[src/sv/pkvt_pkg.sv]
package pkvt_pkg;

	localparam int TABLE_DEPTH = 32;
	localparam int KEY_BITS    = 32;
	localparam int CNT_W       = $clog2(TABLE_DEPTH + 1);
	localparam int IDX_W       = $clog2(TABLE_DEPTH);

	localparam logic [1:0] OP_INSERT   = 2'd0;
	localparam logic [1:0] OP_LOOKUP   = 2'd1;
	localparam logic [1:0] OP_DELETE   = 2'd2;
	localparam logic [1:0] OP_RESERVED = 2'd3;

	localparam logic [1:0] ST_OK   = 2'd0;
	localparam logic [1:0] ST_MISS = 2'd1;
	localparam logic [1:0] ST_FULL = 2'd2;
	localparam logic [1:0] ST_ZERO = 2'd3;

	typedef struct packed {
		logic [1:0]  req_type;
		logic [31:0] key;
		logic [31:0] value;
	} req_t;

	typedef struct packed {
		logic [1:0]  status;
		logic [31:0] value_out;
		logic [5:0]  entries_used;
	} rsp_t;

	// Broadcast from the top level to every cell.
	typedef struct packed {
		logic                ins;
		logic                del;
		logic [KEY_BITS-1:0] key;
		logic [31:0]         value;
	} cell_ctrl_t;

	// Status rippled from one cell to the next.
	typedef struct packed {
		logic occupied;
		logic hit;
	} cell_chain_t;

endpackage

[src/sv/pkvt_cell.sv]
module pkvt_cell (
	input  logic                          clk,
	input  logic                          arst_n,
	input  pkvt_pkg::cell_ctrl_t          ctrl,
	input  pkvt_pkg::cell_chain_t         chain_in,
	output pkvt_pkg::cell_chain_t         chain_out,
	input  logic [pkvt_pkg::KEY_BITS-1:0] nxt_key,
	input  logic [31:0]                   nxt_value,
	output logic [pkvt_pkg::KEY_BITS-1:0] key_q,
	output logic [31:0]                   value_q,
	output logic [31:0]                   hit_value
);
	import pkvt_pkg::*;

	logic match;
	logic occupied;
	logic insert_here;
	logic hit_first;

	// Stored keys are never zero; a zero request key reaches here but never inserts or deletes.
	assign match       = (key_q == ctrl.key);
	assign occupied    = (key_q != '0);
	assign insert_here = !occupied && chain_in.occupied;

	assign hit_first          = match && !chain_in.hit;
	assign hit_value          = hit_first ? value_q : 32'd0;
	assign chain_out.hit      = chain_in.hit || match;
	assign chain_out.occupied = occupied;

	always_ff @(posedge clk or negedge arst_n) begin
		if (!arst_n) begin
			key_q   <= '0;
			value_q <= '0;
		end else if (ctrl.ins && insert_here) begin
			key_q   <= ctrl.key;
			value_q <= ctrl.value;
		end else if (ctrl.del && chain_out.hit) begin
			// At or past the removed entry: take the neighbor's contents.
			key_q   <= nxt_key;
			value_q <= nxt_value;
		end
	end

endmodule
[config.mk]
export PLATFORM = sky130hd
export DESIGN_NAME = pkvt_cell
export DESIGN_NICKNAME = d
export VERILOG_FILES = /design/src/sv/pkvt_pkg.sv /design/src/sv/pkvt_cell.sv
export SDC_FILE = /design/constraint.sdc
export NUM_CORES = 1
export LEC_CHECK = 0
export BUFFER_PORTS_ARGS = -buffer_cell sky130_fd_sc_hd__buf_2
export CORE_MARGIN = 8
export CORE_UTILIZATION = 35
export CTS_CLUSTER_DIAMETER = 200
export CTS_CLUSTER_SIZE = 8
export DETAILED_ROUTE_END_ITERATION = 16
export PLACE_DENSITY_LB_ADDON = 0.3
export SYNTH_ARGS = -nofsm -noshare
export SYNTH_HDL_FRONTEND = slang
export SYNTH_SLANG_ARGS = --single-unit
[constraint.sdc]
create_clock -name clk -period 3.6 [get_ports clk]
set_input_delay 0.36 -clock clk [delete_from_list [all_inputs] [get_ports clk]]
set_output_delay 0.36 -clock clk [all_outputs]
set_load 0.02 [all_outputs]
; ---- Yosys cells after proc, flatten, opt, wreduce, memory -nomap -nowiden
; Index checks and enable logic that the tools add are counted.
; Widths: inputs -> output; s select.
[totals]
register_bits = 64
output_inout_bits = 98
word_cells = 17
[classes]
reduce_logical = 9
muxes = 5
eq_ne = 1
[op_table]
columns = op, count
row1 = $mux 32, 5
row2 = $eq 32x32->1, 1
row3 = $reduce_bool 32->1, 1
row4 = $logic_and 1x1->1, 4
row5 = $logic_not 1->1, 2
row6 = $reduce_bool 2->1, 1
row7 = $logic_or 1x1->1, 1

; ---- Logic depth before layout (Yosys ltp)
[logic_depth]
depth_word = 5
mapped_depth = 7
mapped_depth_nobuf = 5

; ---- Worst setup path before layout
; Ideal clock, no wire load.
[synth_path]
path_kind = register to output
startpoint = reg key_q[19] (netlist bit)
endpoint = out hit_value[10]
path_buffers = 1
setup_slack_ns = 1.116
t_arrival_ns = 2.124
required_ns = 3.240
path_stages_with_launch = 7
cell_sequence = dfrtp_1 > xnor2_1 > nand4_1 > nor4_1 > nand2_1 > clkbuf_1 > nor3b_1
[synth_via]
elab_chain_cells = 3
[synth_rtl]
columns = item, line_no
row1 = start: declaration, pkvt_cell.sv:9  ; output logic [pkvt_pkg::KEY_BITS-1:0] key_q,
row2 = start signal: assignment, pkvt_cell.sv:35  ; key_q <= ctrl.key;
row3 = start signal: assignment, pkvt_cell.sv:39  ; key_q <= nxt_key;
row4 = $eq 32x32->1, pkvt_cell.sv:21  ; assign match = (key_q == ctrl.key);
row5 = $logic_and 1x1->1, pkvt_cell.sv:25  ; assign hit_first = match && !chain_in.hit;
row6 = $mux 32, pkvt_cell.sv:26  ; assign hit_value = hit_first ? value_q : 32'd0;
row7 = end: declaration, pkvt_cell.sv:11  ; output logic [31:0] hit_value
; No other way between the ends.

; ---- Final worst setup path
[layout_path]
startpoint = reg key_q[21] (netlist bit)
endpoint = out hit_value[7]
; Same word-level chain as after synthesis.

==> flow_summary.json <==
{
  "outcome": "finished, final reports clean",
  "hold_viol": 0,
  "finalPower_uw": 2620,
  "ys_warn_count": 0,
  "sequentialPowerShare_pct": 37.3,
  "crit_type": "reg2out",
  "synth_xor_area_share_pct": 5.63,
  "yosys.area.top_type_share_pct": 32.2,
  "leakagePower_uw": 0.00298,
  "dr.pass1.iters": 5,
  "ctsHoldBuffers": 0,
  "die_h_um": 135,
  "yosysTopAreaCell": "dfrtp_1",
  "routabilityCongestion": 0.816,
  "clkTransAtPathRegs_ns": 0.05,
  "grt_usage_pct": 19.2,
  "vias_per_cell": 5.47,
  "cp_max_fo": 33,
  "ys_seq_area_share_pct": 32.2,
  "switching_power_uw": 894,
  "setup_tns_ns": 0,
  "rows": 43,
  "min_period_ns": 3.04,
  "nets": 862,
  "tightest_slew_ns": 0.861,
  "coreArea_mm2": 0.0139,
  "async_flop_share_pct": 100,
  "synthAdderAreaFrac_pct": 0,
  "cts.sinks": 64,
  "initial_core_util_pct": 35.8,
  "grt_pass1_vias": 5283,
  "hold_path.class": "in2async",
  "power_frac_comb_pct": 31.6,
  "cts_tree": "done",
  "cts_max_level": 3,
  "p_int_uw": 1730,
  "drv_slew": 0,
  "netlist_instances": 524,
  "die_area_mm2": 0.0183,
  "wl_um": 18000,
  "synth_top_family_by_area": "compound AO/OA/AOI/OAI gates",
  "synth_fp_nets": 658,
  "synth.avg_cell_area_um2": 9.49,
  "synth.distinct_cells": 26,
  "synth-main-ff-cell": "dfrtp_1",
  "start_kind": "flip-flop",
  "drc": 0,
  "io_pins": 232,
  "ys_ff_latch": 64,
  "grt_max_degree": 75,
  "grt_pass1_wl_um": 28100,
  "synth_edf_count": 0,
  "ys_top_cells_by_area": "dfrtp_1 32%, mux2_1 13%, o221a_2 9.7%",
  "synth_compound_area_share_pct": 22.7,
  "fillers": 1383,
  "ir_worst_vdd_mv": 0.186,
  "portBuffers": 231,
  "root_buffer": "clkbuf_16",
  "synth_area_mm2": 0.00497,
  "synthSimpleGateAreaFrac_pct": 12.9,
  "rsz0062_at_grt": "no",
  "p_per_area_mw_per_mm2": 411,
  "synth_common_cells": "64 x dfrtp_1, 64 x inv_1, 62 x a31oi_1, 62 x nor2_1, 57 x mux2_1",
  "clock_power_share_pct": 31.1,
  "dp_hpwl_um": 13400,
  "clk_latency_ns": 0.33,
  "drt_iter0_drc": 305,
  "arrival_ns": 2.68,
  "overflow": 0,
  "max-slew-margin-rel_pct": 42.6,
  "route.antenna.remaining_nets": 0,
  "fin_worst_skew_ns": 0.00568,
  "setup_viol": 0,
  "required_ns": 3.24,
  "cts_buffer_depth": 2,
  "critPathCaptureType": "primary output",
  "netSwitchingFraction_pct": 34.0,
  "drive_above_1_share_pct": 41.9,
  "post_cts_buffers": 0,
  "cts_resized": 0,
  "synth_mux_area_share_pct": 14.5,
  "syn_to_final_growth_pct": 28.4,
  "diodes": 0,
  "timing.fmax_mhz": 328,
  "timing.final.crit_share_pct": 84.6,
  "cts_made_buffers": 9,
  "timing.hold.ws_ns": 0.141,
  "wl_per_cell_um": 19.8,
  "vias": 4987,
  "antenna_found_initial": 3,
  "die_w_um": 135,
  "drv_cap": 0
}
==> through the flow <==
step | cells | utilization [%] | instance area, um2 | worst slack [ns]
floorplan | 524 | - | 4970 | 1.12
global placement | 897 | 44.0 | 6110 | 0.811
detailed placement | 897 | 44.0 | 6110 | 0.764
CTS | 911 | 46.0 | 6390 | 0.581
global route | 911 | 46.0 | 6390 | 0.446
finish | 911 | 46.0 | 6390 | 0.555
==> sequential cells by signal (all words and copies together) (netlist names) <==
name / flops
key_q: 32
value_q: 32
==> power by group through the flow <==
stage          Sequential (uW)  Combinational [uW]  Clock, uW
3_5_place_dp               988                 837          0
3_3_place_gp               974                 822          0
6_report                   979                 829        816
2_1_floorplan             1090                 381          0
5_1_grt                   1000                 899        874
4_1_cts                    979                 840        846
==> cell usage in the layout (no fill, tap or decap), types with 2 or more instances in the layout <==
master,count
nand2_1,3
o221a_2,43
nand4_1,10
clkbuf_16,9
mux2_2,4
mux2i_1,2
o22ai_1,2
nor3b_1,32
xnor2_1,32
buf_4,14
clkbuf_1,2
clkbuf_8,3
buf_2,228
o221a_1,21
nor4_1,10
inv_1,64
mux2_1,57
a31oi_1,62
nor2_1,62
dfrtp_1,64
==> cells by family (layout without fill, tap and decap cells) <==
group	Yosys count	in the layout
AOI/OAI and AO/OA	129	129
xor gates and xnor gates	32	32
buffers and inverters	114	321
DFF	64	64
muxes	64	64
and+or+nand+nor	121	121
==> critical path: stages, from the launching register on <==
cell	delay, ns
dfrtp_1	0.44
xnor2_1	0.32
nand4_1	0.13
nor4_1	0.60
nand2_1	0.10
buf_4	0.28
nor3b_1	0.26
buf_2	0.21
==> final timing paths <==
check | startpoint | to | slack, ns | cells after the start
setup / recovery | key_q[21]$_DFFE_PN0P_ | hit_value[7] | 0.56 | 7
hold / removal | arst_n | key_q[8]$_DFFE_PN0P_ | 0.14 | 1
setup reg to reg | key_q[1]$_DFFE_PN0P_ | key_q[11]$_DFFE_PN0P_ | 0.76 | 7
hold reg to reg | value_q[9]$_DFFE_PN0P_ | value_q[9]$_DFFE_PN0P_ | 0.60 | 1
max in group asynchronous | arst_n | value_q[3]$_DFFE_PN0P_ | 2.90 | 1
min in group clk | nxt_value[25] | value_q[25]$_DFFE_PN0P_ | 0.32 | 2
==> layout make-up <==
cell class                      instances  area, um2  area share [%]
Multi-Input combinational cell        346       2780            43.5
Sequential cell                        64       1600            25.1
Timing Repair Buffer                  243       1270            19.8
Clock buffer                           14        274            4.29
Inverter                               64        240            3.76
Tap cell                              180        225            3.53
==> layer usage <==
metal / GRT usage, % / wire (um)
met5: 0 / 36
met4: 7.03 / 425
met3: 7.23 / 1670
met2: 31.5 / 8480
met1: 22.4 / 7430
Power figures use the tool's default switching activity.
